## src/design/cpps_pkg.sv

```systemverilog
// Shared types and constants for the convex polygon plane splitter.
// Used by cpps_dist, cpps_div and convex_polygon_plane_split_core; no dependencies.
`default_nettype none

package cpps_pkg;

   // Vertex store depth and the widths that follow from it.
   localparam int MaxVertices = 16;
   localparam int IdxW        = $clog2(MaxVertices);
   localparam int CntW        = $clog2(MaxVertices + 1);

   // Signed distance width after saturation.
   localparam int DistW = 34;

   // Unit normal component in Q2.14, positive and negative.
   localparam logic signed [15:0] OneQ14    = 16'sd16384;
   localparam logic signed [15:0] NegOneQ14 = -16'sd16384;

   // Configuration register indexes.
   localparam logic [2:0] RegNormalX     = 3'd0;
   localparam logic [2:0] RegNormalY     = 3'd1;
   localparam logic [2:0] RegNormalZ     = 3'd2;
   localparam logic [2:0] RegPlaneOffset = 3'd3;
   localparam logic [2:0] RegEpsilon     = 3'd4;

   // Side of the plane a vertex lies on.
   typedef enum logic [1:0] {
      CLS_FRONT = 2'd0,
      CLS_BACK  = 2'd1,
      CLS_ON    = 2'd2
   } cls_type;

   // Outcome code carried with every result.
   typedef enum logic [1:0] {
      OUT_FRONT    = 2'd0,
      OUT_BACK     = 2'd1,
      OUT_CROSS    = 2'd2,
      OUT_OVERFLOW = 2'd3
   } outcome_type;

   // Distance unit result.
   typedef struct packed {
      logic                    valid;
      logic signed [DistW-1:0] distance;
      cls_type                 cls;
   } dist_res_type;

   // Crossing unit status.
   typedef struct packed {
      logic busy;
      logic done;
   } div_stat_type;

   // One vertex store entry.
   typedef struct packed {
      logic signed [31:0]      x;
      logic signed [31:0]      y;
      logic signed [31:0]      z;
      logic signed [DistW-1:0] distance;
      cls_type                 cls;
   } entry_type;

endpackage

`default_nettype wire

```

## src/design/cpps_dist.sv

```systemverilog
// Three stage signed plane distance and front/back/on classification.
// Depends on cpps_pkg.
`default_nettype none

module cpps_dist (
   input  wire                   clock,
   input  wire                   reset,
   input  wire                   start,
   input  wire  signed [31:0]    vx,
   input  wire  signed [31:0]    vy,
   input  wire  signed [31:0]    vz,
   input  wire  signed [15:0]    nx,
   input  wire  signed [15:0]    ny,
   input  wire  signed [15:0]    nz,
   input  wire  signed [31:0]    offset,
   input  wire         [30:0]    eps,
   output cpps_pkg::dist_res_type res
);

   localparam logic signed [36:0] SatMax = 37'sd8589934591;
   localparam logic signed [36:0] SatMin = -37'sd8589934592;

   logic                    v1_ff, v2_ff, v3_ff;
   logic signed [47:0]      px_ff, py_ff, pz_ff;
   logic signed [47:0]      px_in, py_in, pz_in;
   logic signed [49:0]      sum;
   logic signed [36:0]      raw_ff, raw_in;
   logic signed [cpps_pkg::DistW-1:0] d_ff, d_in;
   cpps_pkg::cls_type       cls_ff, cls_in;
   logic signed [34:0]      d_ext, eps_ext;

   // Stage one: the three products.
   assign px_in = nx * vx;
   assign py_in = ny * vy;
   assign pz_in = nz * vz;

   // Stage two: sum, floor by 2^14 and subtract the offset.
   assign sum    = px_ff + py_ff + pz_ff;
   assign raw_in = $signed(sum[49:14]) - offset;

   // Stage three: saturate and classify against the epsilon band.
   always_comb begin
      if (raw_ff > SatMax) begin
         d_in = SatMax[cpps_pkg::DistW-1:0];
      end else if (raw_ff < SatMin) begin
         d_in = SatMin[cpps_pkg::DistW-1:0];
      end else begin
         d_in = raw_ff[cpps_pkg::DistW-1:0];
      end
      d_ext   = {d_in[cpps_pkg::DistW-1], d_in};
      eps_ext = $signed({4'b0000, eps});
      if (d_ext > eps_ext) begin
         cls_in = cpps_pkg::CLS_FRONT;
      end else if (d_ext < -eps_ext) begin
         cls_in = cpps_pkg::CLS_BACK;
      end else begin
         cls_in = cpps_pkg::CLS_ON;
      end
   end

   // Pipeline valid bits.
   always_ff @(posedge clock) begin
      if (reset) begin
         v1_ff <= 1'b0;
         v2_ff <= 1'b0;
         v3_ff <= 1'b0;
      end else begin
         v1_ff <= start;
         v2_ff <= v1_ff;
         v3_ff <= v2_ff;
      end
   end

   // Pipeline payload.
   always_ff @(posedge clock) begin
      px_ff  <= px_in;
      py_ff  <= py_in;
      pz_ff  <= pz_in;
      raw_ff <= raw_in;
      d_ff   <= d_in;
      cls_ff <= cls_in;
   end

   assign res.valid    = v3_ff;
   assign res.distance = d_ff;
   assign res.cls      = cls_ff;

endmodule

`default_nettype wire

```

## config.mk

```make
export PLATFORM = sky130hd
export DESIGN_NAME = cpps_dist
export DESIGN_NICKNAME = d
export VERILOG_FILES = /design/src/design/cpps_pkg.sv /design/src/design/cpps_dist.sv
export SDC_FILE = /design/constraint.sdc
export NUM_CORES = 2
export LEC_CHECK = 0
export ABC_AREA = 1
export BUFFER_PORTS_ARGS = -buffer_cell sky130_fd_sc_hd__buf_2
export CORE_ASPECT_RATIO = 1.2
export CORE_MARGIN = 1
export CORE_UTILIZATION = 30
export DETAILED_ROUTE_END_ITERATION = 10
export HOLD_SLACK_MARGIN = 0.08
export SLEW_MARGIN = 20
export SYNTH_ARGS = -nofsm -noshare
export SYNTH_HDL_FRONTEND = slang
export SYNTH_SLANG_ARGS = --single-unit
export TNS_END_PERCENT = 100
```

## constraint.sdc

```tcl
create_clock -name clock -period 5.2 [get_ports clock]
set_input_delay 0.26 -clock clock [delete_from_list [all_inputs] [get_ports clock]]
set_output_delay 0.26 -clock clock [all_outputs]
set_load 0.01 [all_outputs]
```

* Word level (Yosys, flattened, before mapping)
Index checks and enable logic that the tools add are counted.
** Cells by class
- Mux-type cells :: 3
- Magnitude comparators :: 4
- $add $sub $neg :: 4
- Multiply operators :: 3
** Operators with widths (count)
- $mul 16x32->48 :: 3
- $mux 34 :: 2
- $add 49x48->50 :: 1
- $add 48x48->49 :: 1
- $gt 37x34->1 const B :: 1
- $lt 37x34->1 const B :: 1
- $sub 36x32->37 :: 1
- $lt 34x35->1 :: 1
- $neg 31->35 :: 1
- $gt 34x32->1 :: 1
- $mux 2 :: 1
** Storage, ports and cells
- Register bits after elaboration :: 220
- Output and inout bits :: 37
- Logic and storage cells :: 23

* Depth between registers and ports, before layout
- Depth after elaboration :: 5
- Gate-level depth with buffers :: 27

* Least setup slack after synthesis
OpenSTA, ideal clock, no wires.
- Path kind :: input port to flip-flop
- From :: input port vx[31]
- To :: register px_ff[47]
- Data arrival time :: 5345 ps
- Stages on the path :: 20
- Data required time :: 5128 ps
- Setup slack :: -216 ps
- Cell sequence :: clkbuf_1 > nand2_1 > fa_1 > inv_1 > fa_1 > fa_1 > fa_1 > inv_1 > fa_1 > inv_1 > fa_1 > ha_1 > nand2_1 > nor3_1 > nand2_1 > nor2_2 > nand3_1 > or2_1 > nand3_1 > xor2_1
** Between the ends
- Word-level cells in the longest chain between the ends :: 1
** RTL lines
- start: declaration :: line cpps_dist.sv:9 : input wire signed [31:0] vx,
- $mul 16x32->48 :: line cpps_dist.sv:33 : assign px_in = nx * vx;
- named net px_in[47] :: line cpps_dist.sv:25 : logic signed [47:0] px_in, py_in, pz_in;
- end signal: assignment :: line cpps_dist.sv:76 : px_ff <= px_in;
- end: declaration :: line cpps_dist.sv:24 : logic signed [47:0] px_ff, py_ff, pz_ff;
The timed path passes the listed nets, and every way through them passes these cells.
A chain may end at the register's enable or synchronous reset.

* Final worst setup path
- From :: input port nx[5]
- To :: register px_ff[26]
** Between the ends
- Word-level cells in the longest chain between the ends :: 1
** RTL lines
- start: declaration :: line cpps_dist.sv:12 : input wire signed [15:0] nx,
- $mul 16x32->48 :: line cpps_dist.sv:33
- named net px_in[26] :: line cpps_dist.sv:25
The timed path passes the listed nets, and every way through them passes these cells.

==> impl_metrics.csv <==
group,metric,value,unit
setup_path,startpoint_type,"primary input",
drt,detailroute.wirelength.met2,103000,microns
grt,grt_pass1_wl,330000,microns
synthesis,synth.avg_cell_area,7.52,sq um
floorplan,coreArea,233000,sq um
drt,top_layer,"met5",
drt,met1Wirelength,89100,microns
setup_path,worst_ep_required_time,5.73,ns
grt,grt_max_degree,36,
grt,grt_pass1_vias,61900,
clock_network,clk_pin_slew_worst_paths,0.07,ns
setup_path,setup.worst_path.end_class,"flip-flop",
setup_path,cp_slowest_cell,"fa_1",
sta,slew-limit-headroom,31.2,%
grt,antenna_found_initial,9,
setup_path,critical_path_arrival,5.62,ns
synthesis,synth-warning-count,0,
placement,place_inst,13300,
sta,min_period_over_period,97.8,%
sta,rsz0062_at_grt,"yes",
placement,dp_hpwl,181000,microns
clock_network,htree_levels,1,
sta,fmax,197,MHz
sta,holdWs,0.157,ns
setup_path,r2r_slack,0.54,ns
min_path,whs_path_depth,4,
sta,final-max-slew-violation-count,0,
synthesis,syn-num-nets,11600,
setup_path,crit_fanout,9,
final_layout,fill_cells,24400,
synthesis,syn-cell-area,70600,sq um
setup_path,cp_common_cell,"fa_1",
drt,vias_per_cell,4.39,
floorplan,die_y,533,microns
drt,post_drt_wl_per_cell,15.3,microns
drt,ant_nets,0,
grt,overflow,0,
sta,setup_violations,0,
clock_network,cts_tree,"done",
synthesis,yosysSeqAreaShare,6.24,%
sta,hold_viol_final,0,
floorplan,row_count,194,
sta,skew,0.0211,ns
sta,tightest_slew,1.03,ns
clock_network,worst_skew_pair.late_latency,0.59,ns
clock_network,clockRootBuffer,"clkbuf_16",
run,maxCapViolations,0,
floorplan,io_pins,247,
grt,grt_usage,17.4,%
placement,port_buffers,246,
final_layout,nets,12400,
floorplan,die_w,445,microns
sta,fin_crit,5.09,ns
drt,first_pass_iters,6,
drt,num_vias,58700,
floorplan,die-area,237000,sq um
status,status,"finished, final reports clean",
setup_path,cpPeakStageDelay,0.60,ns
final_layout,syn_to_final_growth,20.4,%
sta,setup_ws,0.113,ns
setup_path,crit_type,"primary input to flip-flop",
synthesis,yosysUniqueCellTypes,52,
final_layout,fin_cells,13400,
clock_network,clockBufferDepth,3,
sta,fin_tns_setup,0,ns
drt,wl,205000,microns
drt,dr.first_iter.drc_count,3152,
drt,wl_met3,8180,microns
placement,pre_cts_ws,-0.804,ns
min_path,hp-class,"primary input to flip-flop",
setup_path,rr_worst_depth,23,
synthesis,synth.ff_latch_count,220,
final_layout,drive_gt1_share,15.3,%
clock_network,cts_made_buffers,27,
drt,drc,0,
floorplan,start_util,30.2,%
placement,gp_congestion,0.960,
synthesis,syn_inst,9380,
clock_network,cts.sinks,220,
-- logic make-up after synthesis --
family | count (synthesis) | share of synthesized area, %
AOI/OAI and AO/OA | 641 | 5.05
xor gates and xnor gates | 218 | 2.71
adders and majority gates | 1998 | 51.5
buffers and inverters | 3104 | 16.5
DFF | 220 | 6.24
and+or+nand+nor | 3199 | 18.0
-- metrics by stage --
step | utilization, % | instance area [sq um]
after detailed placement | 35.2 | 82000
final | 36.4 | 85000
after global placement | 35.2 | 82000
after global routing | 36.4 | 85000
after CTS | 35.6 | 83100
after floorplan | - | 70900
-- layout make-up --
cell class | count | area (sq um) | area share [%]
multi-input cells | 6056 | 56100 | 66.0
inverters | 2776 | 10400 | 12.3
repair buffers | 1146 | 9230 | 10.9
flip-flops and latches | 220 | 4400 | 5.18
well taps | 3136 | 3920 | 4.62
clock buffers | 30 | 707 | 0.832
clock inverters | 20 | 235 | 0.277
diodes | 4 | 10.0 | 0.0118
-- state kept, by name, summed over array words and instances (netlist names) --
name / count
py_ff: 48
v3_ff: 1
v2_ff: 1
cls_ff: 2
v1_ff: 1
pz_ff: 48
raw_ff: 37
px_ff: 48
d_ff: 34
-- cell usage after synthesis, drive strengths merged --
library cell  instances  share of area (%)
nor4                 15               0.16
o211ai                4              0.050
o221ai                1              0.012
a21boi               29               0.32
or2                  15               0.13
fa                 1506                 43
and3                 11              0.098
nand3               184                1.4
and2                  5              0.044
nor2                574                3.1
nand3b                5              0.059
nand2b                2              0.021
buf                   2              0.016
nand4                34               0.30
nor3                 63               0.51
o21a                 12               0.13
clkbuf              326                1.7
inv                2776                 15
a21o                 29               0.31
xor2                160                2.0
nand2              2291                 12
a31oi                23               0.20
o21bai               43               0.46
o21ai               192                1.4
xnor2                58               0.72
a21oi               304                2.2
a211oi                1              0.011
ha                  492                8.7
o22ai                 2              0.018
dfxtp               220                6.2
o31ai                 1              0.011
-- routing by layer --
metal	GRT usage, %	vias up
met5	0	-
met4	3.61	10
met3	1.16	257
met2	31.3	1226
met1	22.7	28800
li1	-	28400
-- placed cells by master (no fill, tap or decap), drive strengths merged, types with 43 or more instances in the layout --
| cell | n |
|---|---|
| nor3 | 63 |
| nand3 | 184 |
| nor2 | 574 |
| a21oi | 304 |
| xor2 | 160 |
| buf | 1114 |
| ha | 492 |
| o21bai | 43 |
| xnor2 | 58 |
| dfxtp | 220 |
| clkbuf | 58 |
| fa | 1506 |
| o21ai | 192 |
| nand2 | 2291 |
| inv | 2785 |
-- path summary, 6_finish.rpt --
kind	start	endpoint
max	nx[5]	px_ff[26]
min	vx[0]	px_ff[0]
max reg2reg	pz_ff[4]	raw_ff[30]
min reg2reg	v1_ff	v2_ff
-- repair_timing --
| action | in CTS | in global routing |
|---|---|---|
| resized for setup | 32 | 420 |
| pin swaps | 3 | 113 |
| endpoints found under the setup margin | 40 | 101 |
| endpoints found under the hold margin | 5 | 0 |
| gates cloned | 0 | 0 |
| hold buffers | 4 | 0 |
| setup buffers | 2 | 23 |
-- worst max-delay path, delay by kind of cell --
| family | cells | cell delay, ns |
|---|---|---|
| compound gates | 4 | 0.39 |
| xor+xnor | 1 | 0.23 |
| fa+ha+maj | 7 | 3.28 |
| buf+inv | 11 | 1.24 |
| simple gates | 3 | 0.21 |
Power is left out: the tool's default activity adds up to more than one toggle a clock period on the data nets, which glitch-free logic cannot reach.
