File: src/design/cpps_pkg.sv
// Shared types and constants for the convex polygon plane splitter.
// Used by cpps_dist, cpps_div and convex_polygon_plane_split_core; no dependencies.
`default_nettype none

package cpps_pkg;

   // Vertex store depth and the widths that follow from it.
   localparam int MaxVertices = 16;
   localparam int IdxW        = $clog2(MaxVertices);
   localparam int CntW        = $clog2(MaxVertices + 1);

   // Signed distance width after saturation.
   localparam int DistW = 34;

   // Unit normal component in Q2.14, positive and negative.
   localparam logic signed [15:0] OneQ14    = 16'sd16384;
   localparam logic signed [15:0] NegOneQ14 = -16'sd16384;

   // Configuration register indexes.
   localparam logic [2:0] RegNormalX     = 3'd0;
   localparam logic [2:0] RegNormalY     = 3'd1;
   localparam logic [2:0] RegNormalZ     = 3'd2;
   localparam logic [2:0] RegPlaneOffset = 3'd3;
   localparam logic [2:0] RegEpsilon     = 3'd4;

   // Side of the plane a vertex lies on.
   typedef enum logic [1:0] {
      CLS_FRONT = 2'd0,
      CLS_BACK  = 2'd1,
      CLS_ON    = 2'd2
   } cls_type;

   // Outcome code carried with every result.
   typedef enum logic [1:0] {
      OUT_FRONT    = 2'd0,
      OUT_BACK     = 2'd1,
      OUT_CROSS    = 2'd2,
      OUT_OVERFLOW = 2'd3
   } outcome_type;

   // Distance unit result.
   typedef struct packed {
      logic                    valid;
      logic signed [DistW-1:0] distance;
      cls_type                 cls;
   } dist_res_type;

   // Crossing unit status.
   typedef struct packed {
      logic busy;
      logic done;
   } div_stat_type;

   // One vertex store entry.
   typedef struct packed {
      logic signed [31:0]      x;
      logic signed [31:0]      y;
      logic signed [31:0]      z;
      logic signed [DistW-1:0] distance;
      cls_type                 cls;
   } entry_type;

endpackage

`default_nettype wire

File: src/design/cpps_div.sv
// Crossing coordinate unit: a + round(|b-a|*|d1|/|d1-d2|) with the sign of b-a.
// Split multiply by halves of |d1|, one quotient bit per cycle, then rounding. Uses cpps_pkg.
`default_nettype none

module cpps_div (
   input  wire                   clock,
   input  wire                   reset,
   input  wire                   start,
   input  wire  signed [31:0]    a,
   input  wire  signed [31:0]    b,
   input  wire  signed [cpps_pkg::DistW-1:0] d1,
   input  wire  signed [cpps_pkg::DistW-1:0] d2,
   output cpps_pkg::div_stat_type stat,
   output logic        [31:0]    res
);

   localparam int QuoW = 33;
   localparam int StepW = $clog2(QuoW);

   typedef enum logic [4:0] {
      D_IDLE = 5'b00001,
      D_MUL0 = 5'b00010,
      D_MUL1 = 5'b00100,
      D_DIV  = 5'b01000,
      D_DONE = 5'b10000
   } div_state_type;

   div_state_type       state_ff, state_in;
   logic [StepW-1:0]    step_ff, step_in;
   logic signed [31:0]  a_ff;
   logic                neg_ff;
   logic [32:0]         mdv_ff;
   logic [33:0]         d1m_ff;
   logic [34:0]         den_ff;
   logic [66:0]         prod_ff, prod_in;
   logic [34:0]         rem_ff, rem_in;
   logic [32:0]         lo_ff, lo_in;
   logic signed [32:0]  dv;
   logic signed [34:0]  dd;
   logic [16:0]         mop;
   logic [49:0]         pp;
   logic [35:0]         trial;
   logic                ge;
   logic                up;
   logic [33:0]         q;
   logic [33:0]         sum;

   assign dv = b - a;
   assign dd = d1 - d2;

   // Shared 33x17 multiplier, low half of |d1| first.
   assign mop = state_ff == D_MUL0 ? d1m_ff[16:0] : d1m_ff[33:17];
   assign pp  = mdv_ff * mop;

   // One restoring division step.
   assign trial = {rem_ff, lo_ff[32]};
   assign ge    = trial >= {1'b0, den_ff};

   // Rounding half away from zero and the final add.
   assign up  = {rem_ff, 1'b0} >= {1'b0, den_ff};
   assign q   = {1'b0, lo_ff} + {33'd0, up};
   assign sum = neg_ff ? {{2{a_ff[31]}}, a_ff} - q : {{2{a_ff[31]}}, a_ff} + q;

   always_comb begin
      state_in = state_ff;
      step_in  = step_ff;
      prod_in  = prod_ff;
      rem_in   = rem_ff;
      lo_in    = lo_ff;
      unique case (state_ff)
         D_IDLE: begin
            if (start) begin
               state_in = D_MUL0;
            end
         end
         D_MUL0: begin
            prod_in  = {17'd0, pp};
            state_in = D_MUL1;
         end
         D_MUL1: begin
            prod_in  = prod_ff + {pp, 17'd0};
            rem_in   = {1'b0, prod_in[66:33]};
            lo_in    = prod_in[32:0];
            step_in  = '0;
            state_in = D_DIV;
         end
         D_DIV: begin
            rem_in = ge ? 35'(trial - {1'b0, den_ff}) : trial[34:0];
            lo_in  = {lo_ff[31:0], ge};
            if (step_ff == StepW'(QuoW - 1)) begin
               state_in = D_DONE;
            end else begin
               step_in = step_ff + 1'b1;
            end
         end
         D_DONE: begin
            state_in = D_IDLE;
         end
         default: begin
            state_in = D_IDLE;
         end
      endcase
   end

   always_ff @(posedge clock) begin
      if (reset) begin
         state_ff <= D_IDLE;
      end else begin
         state_ff <= state_in;
      end
   end

   // Operand capture and working registers.
   always_ff @(posedge clock) begin
      step_ff <= step_in;
      prod_ff <= prod_in;
      rem_ff  <= rem_in;
      lo_ff   <= lo_in;
      if (state_ff == D_IDLE && start) begin
         a_ff   <= a;
         neg_ff <= dv < 0;
         mdv_ff <= dv < 0 ? 33'(-dv) : 33'(dv);
         d1m_ff <= d1 < 0 ? 34'(-d1) : 34'(d1);
         den_ff <= dd < 0 ? 35'(-dd) : 35'(dd);
      end
   end

   assign res       = den_ff == '0 ? a_ff : sum[31:0];
   assign stat.busy = state_ff != D_IDLE;
   assign stat.done = state_ff == D_DONE;

endmodule

`default_nettype wire

File: config.mk
export PLATFORM = sky130hd
export DESIGN_NAME = cpps_div
export DESIGN_NICKNAME = d
export VERILOG_FILES = /design/src/design/cpps_pkg.sv /design/src/design/cpps_div.sv
export SDC_FILE = /design/constraint.sdc
export NUM_CORES = 2
export LEC_CHECK = 0
export ABC_CLOCK_PERIOD_IN_PS = 11840
export BUFFER_PORTS_ARGS = -buffer_cell sky130_fd_sc_hd__clkbuf_2
export CAP_MARGIN = 20
export CORE_UTILIZATION = 45
export DETAILED_ROUTE_END_ITERATION = 6
export GPL_ROUTABILITY_DRIVEN = 1
export GPL_TIMING_DRIVEN = 0
export PLACE_DENSITY_LB_ADDON = 0.2
export SLEW_MARGIN = 10
export SYNTH_ARGS = -nofsm -noshare
export SYNTH_HDL_FRONTEND = slang
export SYNTH_SLANG_ARGS = --single-unit
export TNS_END_PERCENT = 30
File: constraint.sdc
create_clock -name clock -period 11.84 [get_ports clock]
set_clock_uncertainty 0.1 [all_clocks]
set_input_delay 0.592 -clock clock [delete_from_list [all_inputs] [get_ports clock]]
set_output_delay 0.592 -clock clock [all_outputs]
set_load 0.01 [all_outputs]
Word level (Yosys, flattened, before mapping)
Cells that the tools add are included.
{ "totals": {"reg_bits": 281, "input_bits": 135, "word_cells": 58} }
{ "classes": {"eq_ne": 10, "reduce_logical": 6, "n_mux": 15, "n_lt_le_gt_ge": 5, "n_addsub": 11, "mul": 1} }
{ "op_table": {"columns": ["op", "count"], "rows": [
  ["67-bit case mux with 2 select lines", 1],
  ["36-bit by 35-bit greater-or-equal comparator with 1-bit output", 2],
  ["35-bit 2-to-1 mux", 2],
  ["35-bit case mux with 2 select lines", 1],
  ["67-bit adder", 1],
  ["33-bit case mux with 2 select lines", 1],
  ["32-bit 2-to-1 mux", 2],
  ["33-bit by 17-bit multiplier with 50-bit output", 1],
  ["35-bit logical NOT", 1],
  ["35-bit by 1-bit < comparator with 1-bit output (second input constant)", 1],
  ["35-bit negation", 1],
  ["34-bit by 34-bit subtractor with 35-bit output", 1],
  ["35-bit subtractor", 1],
  ["34-bit by 1-bit < comparator with 1-bit output (second input constant)", 1],
  ["34-bit 2-to-1 mux", 1],
  ["34-bit negation", 1],
  ["33-bit by 1-bit < comparator with 1-bit output (second input constant)", 1],
  ["33-bit 2-to-1 mux", 1],
  ["33-bit negation", 1],
  ["32-bit by 32-bit subtractor with 33-bit output", 1],
  ["32-bit by 1-bit adder with 32-bit output", 1],
  ["32-bit adder", 1],
  ["32-bit subtractor", 1],
  ["5-bit case mux with 4 select lines", 1],
  ["other kinds (16)", 21]
]} }

Logic depth before layout (Yosys ltp)
{ "depth": {"word_depth": 5, "mapped_depth": 42} }

Least setup slack after synthesis
No wires, ideal clock.
{ "synth_timing": {"path_type": "register to register", "start": "register state_ff[2]", "end": "register rem_ff[33], data pin", "path_stages_with_launch": 39, "slack_ns": 2.030, "required_ns": 11.473, "arrival_ns": 9.443, "n_path_buf": 2, "path_cell_list": "dfxtp_1 -> nor3_1 -> nand3b_1 -> clkinv_1 -> clkbuf_1 -> nand2_1 -> nand2_1 -> clkbuf_1 -> nand2_1 -> fa_1 -> fa_1 -> fa_1 -> fa_1 -> inv_1 -> fa_1 -> inv_1 -> fa_1 -> inv_1 -> [3 not listed] -> a21oi_1 -> and3b_1 -> nor2_1 -> o21bai_1 -> a21oi_1 -> xnor2_1 -> ha_1 -> and3_1 -> and4_1 -> nand2_1 -> a2111o_1 -> and3b_1 -> o2111ai_1 -> a41oi_1 -> o311a_1 -> a311oi_1 -> xor2_1 -> mux2i_1"} }
{ "synth_between": {"elab_chain_cells": 5} }
{ "synth_rtl": {"columns": ["element", "line", "text"], "rows": [
  ["start, declared", "cpps_div.sv:28", "div_state_type state_ff, state_in;"],
  ["start signal, assigned", "cpps_div.sv:109", "state_ff <= state_in;"],
  ["5-bit by 2-bit equality test with 1-bit output", "cpps_div.sv:52", "assign mop = state_ff == D_MUL0 ? d1m_ff[16:0] : d1m_ff[33:17];"],
  ["17-bit 2-to-1 mux", "cpps_div.sv:52", null],
  ["33-bit by 17-bit multiplier with 50-bit output", "cpps_div.sv:53", "assign pp = mdv_ff * mop;"],
  ["67-bit adder", "cpps_div.sv:81", "prod_in = prod_ff + {pp, 17'd0};"],
  ["35-bit case mux with 2 select lines *", "cpps_div.sv:70", "unique case (state_ff)"],
  ["via rem_in[33]", "cpps_div.sv:36", "logic [34:0] rem_ff, rem_in;"],
  ["end signal, assigned", "cpps_div.sv:117", "rem_ff <= rem_in;"],
  ["end, declared", "cpps_div.sv:36", null]
]} }
Mark *: on every way through the listed nets, which the timed path passes. The rest lies on a longest branch.
A chain may end at the register's enable or synchronous reset.

Final worst setup path
{ "layout_timing": {"start": "register state_ff[2]", "end": "register prod_ff[66], data pin"} }
{ "layout_between": {"elab_chain_cells": 5} }
{ "layout_rtl": {"columns": ["element", "line", "text"], "rows": [
  ["5-bit by 2-bit equality test with 1-bit output", "cpps_div.sv:52, cpps_div.sv:70", null],
  ["17-bit 2-to-1 mux", "cpps_div.sv:52", null],
  ["33-bit by 17-bit multiplier with 50-bit output", "cpps_div.sv:53", null],
  ["67-bit adder", "cpps_div.sv:81", null],
  ["67-bit case mux with 2 select lines *", "cpps_div.sv:70", null],
  ["end signal, assigned", "cpps_div.sv:116", "prod_ff <= prod_in;"],
  ["end, declared", "cpps_div.sv:35", "logic [66:0] prod_ff, prod_in;"]
]} }
Mark *: on every way between the ends. The rest lies on a longest branch, timed or not.

==> impl_metrics.ini <==
[route]
vias = 35400
wl_mm = 131
drc = 0
vias_per_cell = 5.53
drtIter0Drc = 2771
firstDrtPassIters = 6
wl_per_cell_um = 20.5
ant_nets = 0

[critical_path]
worstPathMaxFanout = 10
reg2reg_from = state_ff[2]
slowest_stage = fa_1
crit_path_end_kind = flip-flop
critical_path_class = flip-flop to flip-flop
r2r_slack_ns = 0.62
cp.depth = 40
cp-start-kind = flip-flop
cp_common_cell = fa_1
setup.worst_path.end = prod_ff[66]
rr_endpoint = prod_ff[66]
reg2reg_depth = 40
cp.arrival_ns = 11.39
critPathBufInv = 7
slowest_delay_ns = 0.59
cp_top_family = adder cells
required_ns = 12.01
startpoint = state_ff[2]

[timing]
worst_pin_slew_ns = 1.10
hold_viol = 0
maxSlewViolCount = 0
fmax_mhz = 89.2
fin_crit_ns = 11.22
fin_setup_tns_ns = 0
hold_ws_ns = 0.0911
finalSetupViolations = 0
slew_headroom = 0.264
post-route-period-util = 0.947

[finish]
areaGrowthSynthToFinish_pct = 9.09
utilization = 0.499
n_antenna_cell = 0
drive_above_1_share = 0.0692
fillCellCount = 8917
fin_area_mm2 = 0.0461
layout_commonest_cell = nand2_1
nNetsFinal = 6041
layout_common_cells = nand2_1 (780), inv_1 (753), fa_1 (469), ha_1 (316), edfxtp_1 (276)

[cts]
clk-insertion-delay-late_ns = 0.58
hold_buffers = 0
cts_buffers = 35
cts-root-buf = clkbuf_16
cts.htree.levels = 2
cts.reportedPaths.clkPinSlew_ns = 0.06
clk_path_buf_depth = 3
cts_tree = yes
cts_sinks = 281

[synthesis]
synth_area_per_cell_um2 = 8.61
ys_seq_area_frac = 0.199
synth-seq-cells = 281
synthAdderAreaFrac = 0.316
synth-edff-count = 276
synthFlopType = edfxtp_1
syn_nets = 5827
yosys.area_share.simple = 0.183
synth_compound_area_frac = 0.140
synth_top_family_by_area = adder cells
synthesis.instances = 4907
synth_area_mm2 = 0.0422
muxShareOfSynthArea = 0.00960
synth_xor_area_frac = 0.0694
synth-async-reset-ratio = 0
yosysWarnings = 0
synth_cell_type_count = 98

[place]
gp_congestion = 0.962
place_hpwl_mm = 106
port_buffers = 168
dpl_cell_area_mm2 = 0.0448

[job]
maxCapViolations = 0

[worst_hold_path]
min_path_type = input pin to flip-flop

[grt]
grt_pass1_vias = 35000
groute.usage.overall = 0.277
grt_overflow = 0
grt_max_degree = 38
antenna_found_initial = 8
grt_pass1_wl_mm = 202

[floorplan]
io_pins = 169
die_h_um = 308
dieArea_mm2 = 0.0951
die_width_um = 308
fp-row-count = 111
start_util = 0.457
coreArea_mm2 = 0.0924

[run_status]
status = finished clean
[worst min path at each step]
stage / start / cells after the start / endpoint
3_5_place_dp: prod_ff[4] / 2 / lo_ff[4]
5_1_grt: reset / 2 / state_ff[1]
4_1_cts: reset / 2 / state_ff[1]
3_3_place_gp: prod_ff[4] / 2 / lo_ff[4]
6_report: reset / 2 / state_ff[1]
2_1_floorplan: prod_ff[1] / 2 / lo_ff[1]
[Yosys cell counts (21+ instances only)]
library cell  count  area (µm²)
mux2_2           24         270
nor4_1           24         150
xnor2_1         228        2000
nor2_1          208         781
nor3_1           60         300
o211ai_1         21         158
a31oi_1          45         282
and3_1           52         325
o21bai_1         33         248
fa_1            469        9390
and2_1          226        1410
inv_1           753        2830
edfxtp_1        276        8290
a21oi_1         250        1250
clkbuf_1        150         563
o31ai_1          29         218
nand3_1          71         355
a21o_1          125         938
o21ai_0         190         951
xor2_1          105         920
a211oi_1         25         188
nand4_1          40         250
nand2b_1         27         169
o21a_1           52         390
nand2_1         788        2960
ha_1            316        3950
nor2b_1          35         219
[layout make-up]
type / instances / area [µm²] / share of cell area
clock inverters: 25 / 288 / 0.00625
multi-input cells: 3692 / 30400 / 0.659
well taps: 1243 / 1560 / 0.0338
inverters: 755 / 2830 / 0.0615
clock buffers: 39 / 891 / 0.0193
flip-flops and latches: 281 / 8390 / 0.182
plain buffers: 179 / 727 / 0.0158
repair buffers: 177 / 1010 / 0.0220
[kinds of logic (layout without fill, tap and decap cells)]
group                    Yosys count  count (layout)
buffers and inverters            934            1175
XOR/XNOR                         334             334
AND/OR/NAND/NOR                 1628            1628
flip-flops                       281             281
adder cells (fa/ha/maj)          785             785
multiplexers                      37              37
AO/OA/AOI/OAI                    908             908
[flip-flops by register name (all words and copies together) (netlist names)]
name / count
d1m_ff: 34
den_ff: 35
a_ff: 32
mdv_ff: 33
lo_ff: 33
prod_ff: 67
step_ff: 6
neg_ff: 1
rem_ff: 35
state_ff: 5
[what timing repair did]
action                     in CTS  in global routing
resized for setup              13                 36
setup endpoints to repair      31                 28
buffers inserted                0                  1
pin swaps                       0                  1
[worst reg2reg max path: cells and delay by family (launching register included)]
family,cells,cell delay [ns]
flip-flops,1,0.34
adder cells (fa/ha/maj),8,3.97
buffers and inverters,7,1.04
AND/OR/NAND/NOR,10,1.92
XOR/XNOR,2,0.50
AO/OA/AOI/OAI,13,2.99
[routing by layer]
metal	GRT usage	routed length, µm
met1	0.364	55400
met2	0.455	60500
met3	0.0498	9710
met4	0.105	5390
met5	0	34
[per-stage QoR]
| step | worst slack, ns | instances |
|---|---|---|
| after floorplan | 2.03 | 4907 |
| after global placement | -1.15 | 6318 |
| after detailed placement | -0.567 | 6326 |
| after CTS | 0.00454 | 6390 |
| after global routing | -0.0115 | 6391 |
| final | 0.624 | 6391 |
Power is left out: the tool's default activity adds up to more than one toggle a clock period on the data nets, which glitch-free logic cannot reach.
